`src/sui_pkg.sv`:
```
// package for the set union / intersection filter
// holds the beat types, command codes, controller state and shared commands
// no dependencies
package sui_pkg;

   // default number of stored set entries
   localparam int DEPTH_DEFAULT = 64;

   // command codes of the request beat
   localparam logic [1:0] CMD_CLEAR = 2'd0;
   localparam logic [1:0] CMD_LOAD  = 2'd1;
   localparam logic [1:0] CMD_QUERY = 2'd2;

   // mode register codes
   localparam logic MODE_UNION     = 1'b0;
   localparam logic MODE_INTERSECT = 1'b1;

   // saturation point of the result counter
   localparam logic [7:0] COUNT_MAX = 8'hFF;

   // request beat
   typedef struct packed {
      logic [1:0]         cmd;
      logic signed [31:0] value;
   } req_type;

   // response beat
   typedef struct packed {
      logic signed [31:0] out_value;
      logic               from_query;
      logic [7:0]         result_index;
   } rsp_type;

   // controller state
   typedef enum logic [1:0] {
      ST_IDLE,
      ST_SCAN,
      ST_EMIT
   } state_type;

   // controller to datapath commands
   typedef struct packed {
      logic accept;
      logic do_clear;
      logic do_load;
      logic scan_run;
      logic push;
   } ctl_cmd_type;

   // datapath to controller status
   typedef struct packed {
      logic mode;
      logic set_full;
      logic hit;
      logic scan_done;
      logic slot_free;
   } ctl_stat_type;

endpackage

```
`src/sui_ram.sv`:
```
// generic single-port-write, single-port-read ram with registered read data
// no dependencies
module sui_ram #(
   parameter int WIDTH = 32,
   parameter int DEPTH = 64,
   parameter int ADDR_W = (DEPTH > 1) ? $clog2(DEPTH) : 1
) (
   input  logic              clock,
   input  logic              wr_en,
   input  logic [ADDR_W-1:0] wr_addr,
   input  logic [WIDTH-1:0]  wr_data,
   input  logic              rd_en,
   input  logic [ADDR_W-1:0] rd_addr,
   output logic [WIDTH-1:0]  rd_data
);

   logic [WIDTH-1:0] mem_ff [DEPTH];
   logic [WIDTH-1:0] rd_data_ff;

   // write port
   always_ff @(posedge clock) begin
      if (wr_en) begin
         mem_ff[wr_addr] <= wr_data;
      end
   end

   // registered read port
   always_ff @(posedge clock) begin
      if (rd_en) begin
         rd_data_ff <= mem_ff[rd_addr];
      end
   end

   assign rd_data = rd_data_ff;

endmodule

```
`src/sui_datapath.sv`:
```
// datapath: mode register, set store, fill and result counters, scan compare,
// response register; depends on sui_pkg and sui_ram
module sui_datapath #(
   parameter int DEPTH = sui_pkg::DEPTH_DEFAULT
) (
   input  logic                  clock,
   input  logic                  reset,
   input  sui_pkg::req_type      req_data,
   input  logic                  csr_valid,
   input  logic                  csr_data,
   input  sui_pkg::ctl_cmd_type  cmd,
   output sui_pkg::ctl_stat_type stat,
   output logic                  rsp_valid,
   input  logic                  rsp_ready,
   output sui_pkg::rsp_type      rsp_data
);
   import sui_pkg::*;

   localparam int FILL_W = $clog2(DEPTH + 1);
   localparam int ADDR_W = (DEPTH > 1) ? $clog2(DEPTH) : 1;
   localparam logic [FILL_W-1:0] FILL_MAX = FILL_W'(DEPTH);

   logic              mode_ff, mode_in;
   logic [FILL_W-1:0] fill_ff, fill_in;
   logic [7:0]        count_ff, count_in;
   logic [FILL_W-1:0] rd_idx_ff, rd_idx_in;
   logic              cmp_pend_ff, cmp_pend_in;
   logic [31:0]       value_ff, value_in;
   logic              is_query_ff, is_query_in;
   logic              rsp_valid_ff, rsp_valid_in;
   rsp_type           rsp_data_ff, rsp_data_in;

   logic              set_full;
   logic              wr_en;
   logic              issue;
   logic              hit;
   logic [31:0]       rd_data;

   // set store
   sui_ram #(
      .WIDTH (32),
      .DEPTH (DEPTH)
   ) u_store (
      .clock   (clock),
      .wr_en   (wr_en),
      .wr_addr (fill_ff[ADDR_W-1:0]),
      .wr_data (req_data.value),
      .rd_en   (issue),
      .rd_addr (rd_idx_ff[ADDR_W-1:0]),
      .rd_data (rd_data)
   );

   // load and scan control
   always_comb begin
      set_full = (fill_ff == FILL_MAX);
      wr_en    = cmd.do_load && !set_full;
      hit      = cmp_pend_ff && (rd_data == value_ff);
      issue    = cmd.scan_run && !hit && (rd_idx_ff < fill_ff);
   end

   // mode register
   always_comb begin
      mode_in = csr_valid ? csr_data : mode_ff;
   end

   // fill and result counters
   always_comb begin
      fill_in  = fill_ff;
      count_in = count_ff;
      if (cmd.do_clear) begin
         fill_in  = '0;
         count_in = '0;
      end else begin
         if (wr_en) begin
            fill_in = fill_ff + 1'b1;
         end
         if (cmd.push && (count_ff != COUNT_MAX)) begin
            count_in = count_ff + 1'b1;
         end
      end
   end

   // item capture and scan pointer
   always_comb begin
      value_in    = value_ff;
      is_query_in = is_query_ff;
      rd_idx_in   = rd_idx_ff;
      cmp_pend_in = issue;
      if (cmd.accept) begin
         value_in    = req_data.value;
         is_query_in = (req_data.cmd == CMD_QUERY);
         rd_idx_in   = '0;
         cmp_pend_in = 1'b0;
      end else if (issue) begin
         rd_idx_in = rd_idx_ff + 1'b1;
      end
   end

   // response register
   always_comb begin
      rsp_data_in  = rsp_data_ff;
      rsp_valid_in = rsp_valid_ff && !rsp_ready;
      if (cmd.push) begin
         rsp_valid_in             = 1'b1;
         rsp_data_in.out_value    = value_ff;
         rsp_data_in.from_query   = is_query_ff && (mode_ff == MODE_UNION);
         rsp_data_in.result_index = count_ff;
      end
   end

   // control state
   always_ff @(posedge clock) begin
      if (reset) begin
         mode_ff      <= MODE_UNION;
         fill_ff      <= '0;
         count_ff     <= '0;
         cmp_pend_ff  <= 1'b0;
         rsp_valid_ff <= 1'b0;
      end else begin
         mode_ff      <= mode_in;
         fill_ff      <= fill_in;
         count_ff     <= count_in;
         cmp_pend_ff  <= cmp_pend_in;
         rsp_valid_ff <= rsp_valid_in;
      end
   end

   // payload state
   always_ff @(posedge clock) begin
      value_ff    <= value_in;
      is_query_ff <= is_query_in;
      rd_idx_ff   <= rd_idx_in;
      rsp_data_ff <= rsp_data_in;
   end

   // status to controller
   always_comb begin
      stat.mode      = mode_ff;
      stat.set_full  = set_full;
      stat.hit       = hit;
      stat.scan_done = !cmp_pend_ff && (rd_idx_ff >= fill_ff);
      stat.slot_free = !rsp_valid_ff || rsp_ready;
   end

   assign rsp_valid = rsp_valid_ff;
   assign rsp_data  = rsp_data_ff;

   // fill count never passes the store depth
   a_fill_bound : assert property (@(posedge clock) disable iff (reset)
      fill_ff <= FILL_MAX)
      else $error("set fill count beyond depth");

   // a saturated result counter stays saturated until a clear
   a_count_sat : assert property (@(posedge clock) disable iff (reset)
      (count_ff == COUNT_MAX && !cmd.do_clear) |=> (count_ff == COUNT_MAX))
      else $error("result counter left saturation");

   // a new response only goes into a free output slot
   a_push_free : assert property (@(posedge clock) disable iff (reset)
      cmd.push |-> (!rsp_valid_ff || rsp_ready))
      else $error("response overwritten before taken");

   // the scan pointer never runs past the fill count
   a_scan_bound : assert property (@(posedge clock) disable iff (reset)
      cmd.scan_run |-> (rd_idx_ff <= fill_ff))
      else $error("scan pointer beyond fill");

endmodule

```
`src/sui_ctrl.sv`:
```
// controller state machine: takes request beats, runs the set scan,
// hands results to the response register; depends on sui_pkg
module sui_ctrl (
   input  logic                  clock,
   input  logic                  reset,
   input  logic                  req_valid,
   output logic                  req_ready,
   input  logic [1:0]            req_cmd,
   input  sui_pkg::ctl_stat_type stat,
   output sui_pkg::ctl_cmd_type  cmd
);
   import sui_pkg::*;

   state_type state_ff, state_in;
   logic      accept;

   assign accept = req_valid && (state_ff == ST_IDLE);

   // next state
   always_comb begin
      state_in = state_ff;
      unique case (state_ff)
         ST_IDLE: begin
            if (accept) begin
               if (req_cmd == CMD_QUERY) begin
                  state_in = ST_SCAN;
               end else if (req_cmd == CMD_LOAD && !stat.set_full
                            && stat.mode == MODE_UNION) begin
                  state_in = ST_EMIT;
               end
            end
         end
         ST_SCAN: begin
            priority if (stat.hit) begin
               state_in = (stat.mode == MODE_INTERSECT) ? ST_EMIT : ST_IDLE;
            end else if (stat.scan_done) begin
               state_in = (stat.mode == MODE_UNION) ? ST_EMIT : ST_IDLE;
            end else begin
               state_in = ST_SCAN;
            end
         end
         ST_EMIT: begin
            if (stat.slot_free) begin
               state_in = ST_IDLE;
            end
         end
         default: state_in = ST_IDLE;
      endcase
   end

   // outputs
   always_comb begin
      req_ready    = (state_ff == ST_IDLE);
      cmd.accept   = accept;
      cmd.do_clear = accept && (req_cmd == CMD_CLEAR);
      cmd.do_load  = accept && (req_cmd == CMD_LOAD);
      cmd.scan_run = (state_ff == ST_SCAN);
      cmd.push     = (state_ff == ST_EMIT) && stat.slot_free;
   end

   // state register
   always_ff @(posedge clock) begin
      if (reset) begin
         state_ff <= ST_IDLE;
      end else begin
         state_ff <= state_in;
      end
   end

   // requests are only taken while idle
   a_accept_idle : assert property (@(posedge clock) disable iff (reset)
      cmd.accept |-> (state_ff == ST_IDLE))
      else $error("request taken outside idle");

   // a query always goes into a scan
   a_query_scan : assert property (@(posedge clock) disable iff (reset)
      (accept && req_cmd == CMD_QUERY) |=> (state_ff == ST_SCAN))
      else $error("query did not start a scan");

   // a result leaves the emit state at once when the slot is free
   a_emit_exit : assert property (@(posedge clock) disable iff (reset)
      cmd.push |=> (state_ff == ST_IDLE))
      else $error("emit state held after push");

endmodule

```
`src/set_union_intersection_filter_core.sv`:
```
// set union / intersection filter, top level
// depends on sui_pkg, sui_ctrl, sui_datapath, sui_ram
//
// usage:
//   req channel: one beat carries a command (clear, load, query) and a value.
//     clear empties the stored set and zeroes the result counter; load stores
//     a value (dropped when the set holds DEPTH values) and in union mode also
//     sends it out; query searches the stored set for the value.
//   rsp channel: zero or one beat per request, with the value, a union-mode
//     query flag and its running result index (saturates at 255).
//   csr channel: one-bit mode, 0 union, 1 intersection; always ready, write
//     only while no request is in flight.
// order of work:
//   clear and load act on the accepted beat; a load that sends a result
//   then passes through the emit state. a query scans the set store one
//   entry per cycle through its registered read port until the first match
//   or the last filled entry, then sends any result through the emit state.
// reset: synchronous, clears the set fill, result counter, mode and handshakes;
//   the set store itself is not cleared, only filled entries are read.
// stall: a result waits in the output register; the block takes the next
//   request meanwhile and only holds when it has a further result to send.
module set_union_intersection_filter_core #(
   parameter int DEPTH = sui_pkg::DEPTH_DEFAULT
) (
   input  logic             clock,
   input  logic             reset,
   input  logic             req_valid,
   output logic             req_ready,
   input  sui_pkg::req_type req_data,
   output logic             rsp_valid,
   input  logic             rsp_ready,
   output sui_pkg::rsp_type rsp_data,
   input  logic             csr_valid,
   output logic             csr_ready,
   input  logic             csr_data
);
   import sui_pkg::*;

   ctl_cmd_type  cmd;
   ctl_stat_type stat;

   assign csr_ready = 1'b1;

   // controller
   sui_ctrl u_ctrl (
      .clock     (clock),
      .reset     (reset),
      .req_valid (req_valid),
      .req_ready (req_ready),
      .req_cmd   (req_data.cmd),
      .stat      (stat),
      .cmd       (cmd)
   );

   // datapath
   sui_datapath #(
      .DEPTH (DEPTH)
   ) u_datapath (
      .clock     (clock),
      .reset     (reset),
      .req_data  (req_data),
      .csr_valid (csr_valid),
      .csr_data  (csr_data),
      .cmd       (cmd),
      .stat      (stat),
      .rsp_valid (rsp_valid),
      .rsp_ready (rsp_ready),
      .rsp_data  (rsp_data)
   );

endmodule
```
`config.mk`:
```
export PLATFORM = sky130hd
export DESIGN_NAME = set_union_intersection_filter_core
export DESIGN_NICKNAME = d
export VERILOG_FILES = /design/src/sui_pkg.sv /design/src/sui_ram.sv /design/src/sui_datapath.sv /design/src/sui_ctrl.sv /design/src/set_union_intersection_filter_core.sv
export SDC_FILE = /design/constraint.sdc
export NUM_CORES = 2
export LEC_CHECK = 0
export ABC_AREA = 1
export BUFFER_PORTS_ARGS = -buffer_cell sky130_fd_sc_hd__buf_4
export CORE_UTILIZATION = 36
export DETAILED_ROUTE_END_ITERATION = 16
export GPL_ROUTABILITY_DRIVEN = 1
export PLACE_DENSITY = 0.59
export SLEW_MARGIN = 25
export SYNTH_ARGS = -nofsm -noshare
export SYNTH_HDL_FRONTEND = slang
export SYNTH_SLANG_ARGS = --single-unit
```
`constraint.sdc`:
```
create_clock -name clock -period 7.4 [get_ports clock]
set_input_delay 0.37 -clock clock [delete_from_list [all_inputs] [get_ports clock]]
set_output_delay 0.37 -clock clock [all_outputs]
set_load 0.02 [all_outputs]
```
Word level (Yosys, flattened, before mapping)
Memory sizes are Yosys's and may differ from the RTL's. A register that Yosys moved wholly into a read port is not among the register bits.
Cells that the tools add are included.
{ "totals": {"n_memories": 1, "in_bits": 40, "elab_cells": 66, "latchBits": 0, "register_bits": 101, "out_inout_bits": 44, "ramBits": 2048, "mem_bits_ro": 0} }
{ "op_classes": {"n_mul": 0, "div_mod_pow": 0, "muxes": 12, "n_reduce_logical": 25, "add_sub_neg": 3, "n_shift": 0, "n_lt_le_gt_ge": 2, "n_eq_ne": 10, "bitwise_logic": 1} }
{ "mem_list": {"columns": ["memory", "words", "word_bits", "read_ports", "rd_ports_with_merged_regs", "write_ports", "line_no", "source"], "rows": [
  ["u_datapath.u_store.mem_ff", 64, 32, 1, 1, 1, "sui_ram.sv:17", "logic [WIDTH-1:0] mem_ff [DEPTH];"]
]} }
{ "ops": {"columns": ["operator", "n"], "rows": [
  ["32-bit equality test", 1],
  ["2-bit two-way mux", 8],
  ["7-bit by 1-bit adder with 7-bit output (second input constant)", 2],
  ["1-bit logical AND", 14],
  ["8-bit by 1-bit adder with 8-bit output (second input constant)", 1],
  ["8-bit inequality test (second input constant)", 1],
  ["7-bit equality test (second input constant)", 1],
  ["7-bit greater-or-equal comparator", 1],
  ["7-bit < comparator", 1],
  ["2-bit case mux with 3 select lines", 1],
  ["1-bit zero test", 5],
  ["2-bit by 1-bit equality test with 1-bit output (second input constant)", 2],
  ["2-bit equality test (second input constant)", 2],
  ["2-bit zero test", 2],
  ["2-bit by 1-bit inequality test with 1-bit output (second input constant)", 2],
  ["2-bit OR reduction", 2],
  ["1-bit two-way mux", 3],
  ["3-bit by 1-bit inequality test with 1-bit output (second input constant)", 1],
  ["3-bit AND reduction", 1],
  ["1-bit logical OR", 1],
  ["1-bit NOT", 1]
]} }

Logic depth before layout (Yosys ltp)
{ "logic_depth": {"depth_word": 8, "mapped_depth": 14, "mapped_depth_nobuf": 13} }

Cells and area by module
A second synthesis with hierarchy kept.
{ "hier_totals": {"hier_cells": 7299, "hier_area_um2": 87863.0} }
{ "by_module_without_submodules": {"columns": ["mod", "seq_area_each_um2", "n_inst", "area_per_inst_um2", "cells_each"], "rows": [
  ["sui_ram", 62459.9, 1, 83058.4, 6769],
  ["sui_datapath", 2722.6, 1, 4558.1, 486],
  ["sui_ctrl", 40.0, 1, 235.2, 42],
  ["set_union_intersection_filter_core", 0.0, 1, 11.3, 2]
]} }

Worst setup path after synthesis
OpenSTA, ideal clock, no wires.
{ "synth_path": {"path_type": "reg-to-reg", "from": "reg u_ctrl.state_ff[1]", "to": "mem u_datapath.u_store.mem_ff[12][0], enable pin", "path_slack_ps": 4242, "path_buffers": 0, "arrival_time_ps": 2737, "stages_incl_launch_ff": 10, "period_less_slack_ps": 3158, "setup_time_ps": 421, "required_time_ps": 6979, "path_cell_list": "dfxtp_1 -> nor2_4 -> nand2_1 -> nor2_1 -> nand2_2 -> nor2_1 -> inv_1 -> nor2_1 -> inv_2 -> nor2_1"} }
{ "synth_between": {"elab_chain_len": 6} }
{ "synth_lines": {"columns": ["element", "line_no", "source"], "rows": [
  ["start: declaration", "sui_ctrl.sv:14", "state_type state_ff, state_in;"],
  ["start signal: assignment", "sui_ctrl.sv:66", "state_ff <= state_in;"],
  ["2-bit zero test", null, null],
  ["named net req_ready", "set_union_intersection_filter_core.sv:28", "output logic req_ready,"],
  ["1-bit logical AND", "sui_ctrl.sv:17", "assign accept = req_valid && (state_ff == ST_IDLE);"],
  ["1-bit logical AND", "sui_ctrl.sv:56", "cmd.do_load = accept && (req_cmd == CMD_LOAD);"],
  ["1-bit logical AND", "sui_datapath.sv:56", "wr_en = cmd.do_load && !set_full;"],
  ["1-bit two-way mux", "sui_ram.sv:22", "if (wr_en) begin"],
  ["1-bit two-way mux (not written as such)", "sui_ram.sv:23", "mem_ff[wr_addr] <= wr_data;"],
  ["end: declaration", "sui_ram.sv:17", null]
]} }
The timed path passes the listed nets, and every way through them passes these cells.

Final worst setup path
{ "layout_path": {"from": "reg u_datapath.rd_idx_ff[0]", "to": "reg u_datapath.u_store.rd_data_ff[8], in the netlist u_datapath.u_store.rd_data[8] (read register of u_datapath.u_store.mem_ff), data pin"} }
{ "layout_between": {"elab_chain_len": 2} }
{ "layout_lines": {"columns": ["element", "line_no", "source"], "rows": [
  ["start: declaration", "sui_datapath.sv:26", "logic [FILL_W-1:0] rd_idx_ff, rd_idx_in;"],
  ["start signal: assignment", "sui_datapath.sv:132", "rd_idx_ff <= rd_idx_in;"],
  ["7-bit < comparator", "sui_datapath.sv:58", "issue = cmd.scan_run && !hit && (rd_idx_ff < fill_ff);"],
  ["1-bit logical AND", "sui_datapath.sv:58", null],
  ["end: declaration", "sui_ram.sv:18", "logic [WIDTH-1:0] rd_data_ff;"]
]} }
Several ways; a longest one is shown, not always the timed one.
A chain may end at the register's enable or synchronous reset.

==> run summary <==
The DRC violation count after routing came out at 0. In this run, distinct cell masters in the synthesized netlist total 40. The top cell types in the final layout, fill and taps aside, are sky130_fd_sc_hd__edfxtp_1 (2154), sky130_fd_sc_hd__nor2_1 (1274), sky130_fd_sc_hd__o21ai_0 (954), sky130_fd_sc_hd__nand2_1 (381), sky130_fd_sc_hd__nand3_1 (262). The largest voltage drop on the vdd net is 0.000191 V. Setup repair after global routing left no endpoint under its margin. The total detailed-routing wirelength is 252000 um. For the pin with the worst max-slew slack, the measured transition is 1.15 ns. The max-slew headroom at the worst pin is 0.230. The maximum net fanout on the critical path came out at 287. For flop-to-flop paths, the worst setup slack is 3.03 ns.

The number of buffers between clock root and the deepest sink is 3. The H-tree depth came out at 4. The number of gates resized after CTS was 0. By area the synthesized netlist is led by sky130_fd_sc_hd__edfxtp_1 (76%), sky130_fd_sc_hd__nor2_1 (5.8%), sky130_fd_sc_hd__o21ai_0 (5.6%).

The switching power share of the total came out at 0.211. The max-slew violation total from the final report came out at 0. The final RePlAce weighted congestion is 0.834. The power density of the placed cells came out at 257 nW/um2. The total vias in the final route came out at 54500. The critical path ends at u_datapath.u_store.rd_data[8]. On the critical path the largest part of the delay comes from buffers and inverters. Traced cell by cell, the critical path runs through clkinv_16, buf_12, o21ai_0, o21ai_1, o211ai_1, nand3_1, nand3_1, nand3_1.

The type of destination of the critical path is a register. The flow ran to the end, and the final reports show no timing, DRC or antenna violations. Of the cells placed in the final design, the portion with a size suffix greater than 1 is 0.0860. The area of the mapped netlist came out at 85600 um2. The first global-routing pass estimated 360000 um of wire. The tool flagged a number of max-cap violations equal to 0. After the last flow step, the layout net total stands at 6487. The TritonCTS buffer count is 218. The worst setup path is of the register to register kind. The per-instance average area after synthesis is 13.3 um2. The per-cell routed wire length came out at 25.8 um. The CTS tree is yes. The startpoint of the most critical register-to-register path is u_datapath.rd_idx_ff[0]. The worst hold-check path type is input port to register. The layout-stage area growth over the synthesis result is 12.5%. In this run, the number of DRC markers left after iteration 0 of detailed routing was 7185.

Once layout is complete, the utilization of the core stands at 0.408. The critical path depth in cells is 8. The data arrival time at the worst-slack endpoint came out at 4.94 ns. The total I/O pin count came out at 84. STA classifies the critical path startpoint as a register.

The launch instance of the worst min-delay path is req_data[30]. The most instantiated flip-flop cell in the synthesis netlist is sky130_fd_sc_hd__edfxtp_1. The worst register-to-register path ends at u_datapath.u_store.rd_data[8]. The first detailed-routing pass took 6 iterations. The share of async-settable or async-resettable flops after synthesis is 0.

The number of synthesized flops with an enable pin is 2154. The synthesized flop and latch total is 2181. The clock sink count came out at 2181. The largest clock skew in the final design came out at 0.0586 ns. Of the total power, the clock network draws 0.421. The total nets after synthesis came out at 6490.

The worst slack after detailed placement came out at 3.45 ns. The die is 490 um tall. The cell row count is 178. The net switching power of the design came out at 5230 uW. The area of the die is 240000 um2. Port buffering added 82 buffers. After layout, the worst setup slack is 3.03 ns. The worst register-to-register path has a depth of 8. In this run the remaining antenna-violating nets after routing total 0. The total of warnings raised by yosys is 0. The part of the power in combinational logic came out at 0.027. Counting both buffers and inverters, the worst setup path holds a total of 2. The floorplan core area came out at 236000 um2. In this design, the stage delay of the slowest critical-path cell is 0.73 ns. The portion of the clock cycle consumed by the worst path in the final layout is 0.590.

The total count of hold-check failures in the final report is 0. The master cell of the clock root buffer is sky130_fd_sc_hd__clkbuf_16. The cell at the slowest stage of the critical path is sky130_fd_sc_hd__dfxtp_4. The required time of the critical path is 7.97 ns. The standby leakage power is 0.0307 uW. The maximum number of pins on one net before global-route repair is 288. After filler insertion, the fill cell instance count of the layout stands at 21500.

The sequential cell fraction of total power came out at 0.552. The initial utilization of the core area, before any placement, comes to 0.363. From left edge to right edge, the die measures 490 um.

The post-synthesis cell count came out at 6439. The post-route worst hold slack came out at 0.0692 ns. The total global routing overflow is 0. The area fraction of the dominant cell type after synthesis came out at 0.755. Setup violations remaining at the end of the flow were counted as 0. The number of antenna violations at the first check in global routing came out at 10.

The biggest area contributor in the post-synthesis netlist is sky130_fd_sc_hd__edfxtp_1. The via count of the first global-routing pass is 51000. The clock slew at the register clock pins of the worst setup and hold paths is 0.06 ns. Counting stages on the worst path, the most repeated cell is sky130_fd_sc_hd__nand3_1. The first element of the critical path is u_datapath.rd_idx_ff[0].

The average vias per placed instance came out at 5.58. The clock period minus final worst setup slack is 4.37 ns. The total track usage is 0.206. Of the synthesized area, sequential elements account for 0.762. The sum of negative setup slack came out at 0 ns. The timing-limited maximum frequency is 229 MHz. Leaving out fill and tap cells, the most frequent cell in the layout is sky130_fd_sc_hd__edfxtp_1. The clock network latency to the later pin of the worst-skew pair is 0.87 ns.

The internal power summed over all cells came out at 19600 uW. Detailed placement ended at an HPWL of 125000 um.
[state kept, by name, summed over array words and instances, names as in the netlist]
| name | count |
|---|---|
| u_datapath.u_store.mem_ff | 2048 |
| u_datapath.fill_ff | 7 |
| u_datapath.cmp_pend_ff | 1 |
| u_datapath.rd_idx_ff | 7 |
| u_datapath.mode_ff | 1 |
| u_datapath.u_store.rd_data | 32 |
| u_ctrl.state_ff | 2 |
| u_datapath.count_ff | 8 |
| u_datapath.rsp_data | 41 |
| u_datapath.rsp_valid | 1 |
| u_datapath.value_ff | 32 |
| u_datapath.is_query_ff | 1 |
[power by group through the flow]
stage / clock [uW] / sequential (uW) / combinational [uW]
floorplan: 0 / 14000 / 252
global placement: 0 / 13900 / 643
detailed placement: 0 / 14000 / 657
CTS: 10600 / 13700 / 662
global route: 11000 / 13700 / 711
finish: 10400 / 13700 / 659
[routing by layer]
layer / GRT usage / part of all wire / up-vias
met2: 0.328 / 0.46 / 2681
met1: 0.285 / 0.41 / 27600
li1: - / - / 23900
met3: 0.0391 / 0.095 / 377
met5: 0 / 0.000036 / -
met4: 0.0611 / 0.029 / 2
[final cells by class]
type	count	area [um2]	share of cell area
Inverter	97	413	0.00429
Tap cell	3150	3940	0.0409
Clock buffer	279	5740	0.0596
Multi-Input combinational cell	3731	18300	0.190
Antenna cell	3	7.51	0.0000780
Timing Repair Buffer	207	1700	0.0177
Clock inverter	124	981	0.0102
Sequential cell	2181	65200	0.677
[metrics by stage]
step	cell area [um2]	cells	power, uW
after global placement	89500	9357	14600
after global routing	96300	9769	25400
after detailed placement	89500	9357	14600
final	96300	9772	24800
after floorplan	85600	6439	14200
after CTS	96300	9769	24900
[Yosys cell counts, types with 3 or more instances]
master and instances:
sky130_fd_sc_hd__a21oi_1 74, sky130_fd_sc_hd__buf_1 18, sky130_fd_sc_hd__buf_2 123, sky130_fd_sc_hd__buf_4 38
sky130_fd_sc_hd__buf_6 35, sky130_fd_sc_hd__buf_8 3, sky130_fd_sc_hd__clkbuf_1 211, sky130_fd_sc_hd__dfxtp_1 27
sky130_fd_sc_hd__edfxtp_1 2154, sky130_fd_sc_hd__ha_1 11, sky130_fd_sc_hd__inv_1 91, sky130_fd_sc_hd__inv_2 5
sky130_fd_sc_hd__nand2_1 381, sky130_fd_sc_hd__nand2_2 3, sky130_fd_sc_hd__nand3_1 262, sky130_fd_sc_hd__nand4_1 45
sky130_fd_sc_hd__nor2_1 1334, sky130_fd_sc_hd__nor2_2 3, sky130_fd_sc_hd__nor3_1 8, sky130_fd_sc_hd__o211ai_1 194
sky130_fd_sc_hd__o21ai_0 954, sky130_fd_sc_hd__o21ai_1 111, sky130_fd_sc_hd__o221ai_1 58, sky130_fd_sc_hd__o22ai_1 261
sky130_fd_sc_hd__xnor2_1 7, sky130_fd_sc_hd__xor2_1 9
[worst reg2reg max path: stages (launching register included)]
cell	delay, ns
sky130_fd_sc_hd__dfxtp_4	0.73
sky130_fd_sc_hd__clkinv_16	0.61
sky130_fd_sc_hd__buf_12	0.96
sky130_fd_sc_hd__o21ai_0	0.61
sky130_fd_sc_hd__o21ai_1	0.09
sky130_fd_sc_hd__o211ai_1	0.36
sky130_fd_sc_hd__nand3_1	0.24
sky130_fd_sc_hd__nand3_1	0.36
sky130_fd_sc_hd__nand3_1	0.12
[what timing repair did]
action	in CTS	in global routing
hold buffers	9	0
hold endpoints to repair	13	0
setup buffers	0	0
[cells by family after synthesis]
kind of cell             synth area share
AO/OA/AOI/OAI                       0.110
AND/OR/NAND/NOR                    0.0954
buffers and inverters              0.0301
other                           0.0000438
adder cells (fa/ha/maj)           0.00161
XOR/XNOR                          0.00164
flip-flops                          0.762
[worst min path at each step]
stage                                                   end  slack, ns  cells past startpoint
after floorplan                     u_datapath.rsp_data[28]       0.43                      0
after global placement               u_datapath.rsp_data[9]       0.44                      0
after detailed placement             u_datapath.rsp_data[6]       0.46                      0
after CTS                  u_datapath.u_store.mem_ff[34][7]       0.06                      1
after global routing      u_datapath.u_store.mem_ff[46][30]       0.09                      1
final                     u_datapath.u_store.mem_ff[44][30]       0.07                      1
No activity file was read; power rests on OpenSTA's default activity.
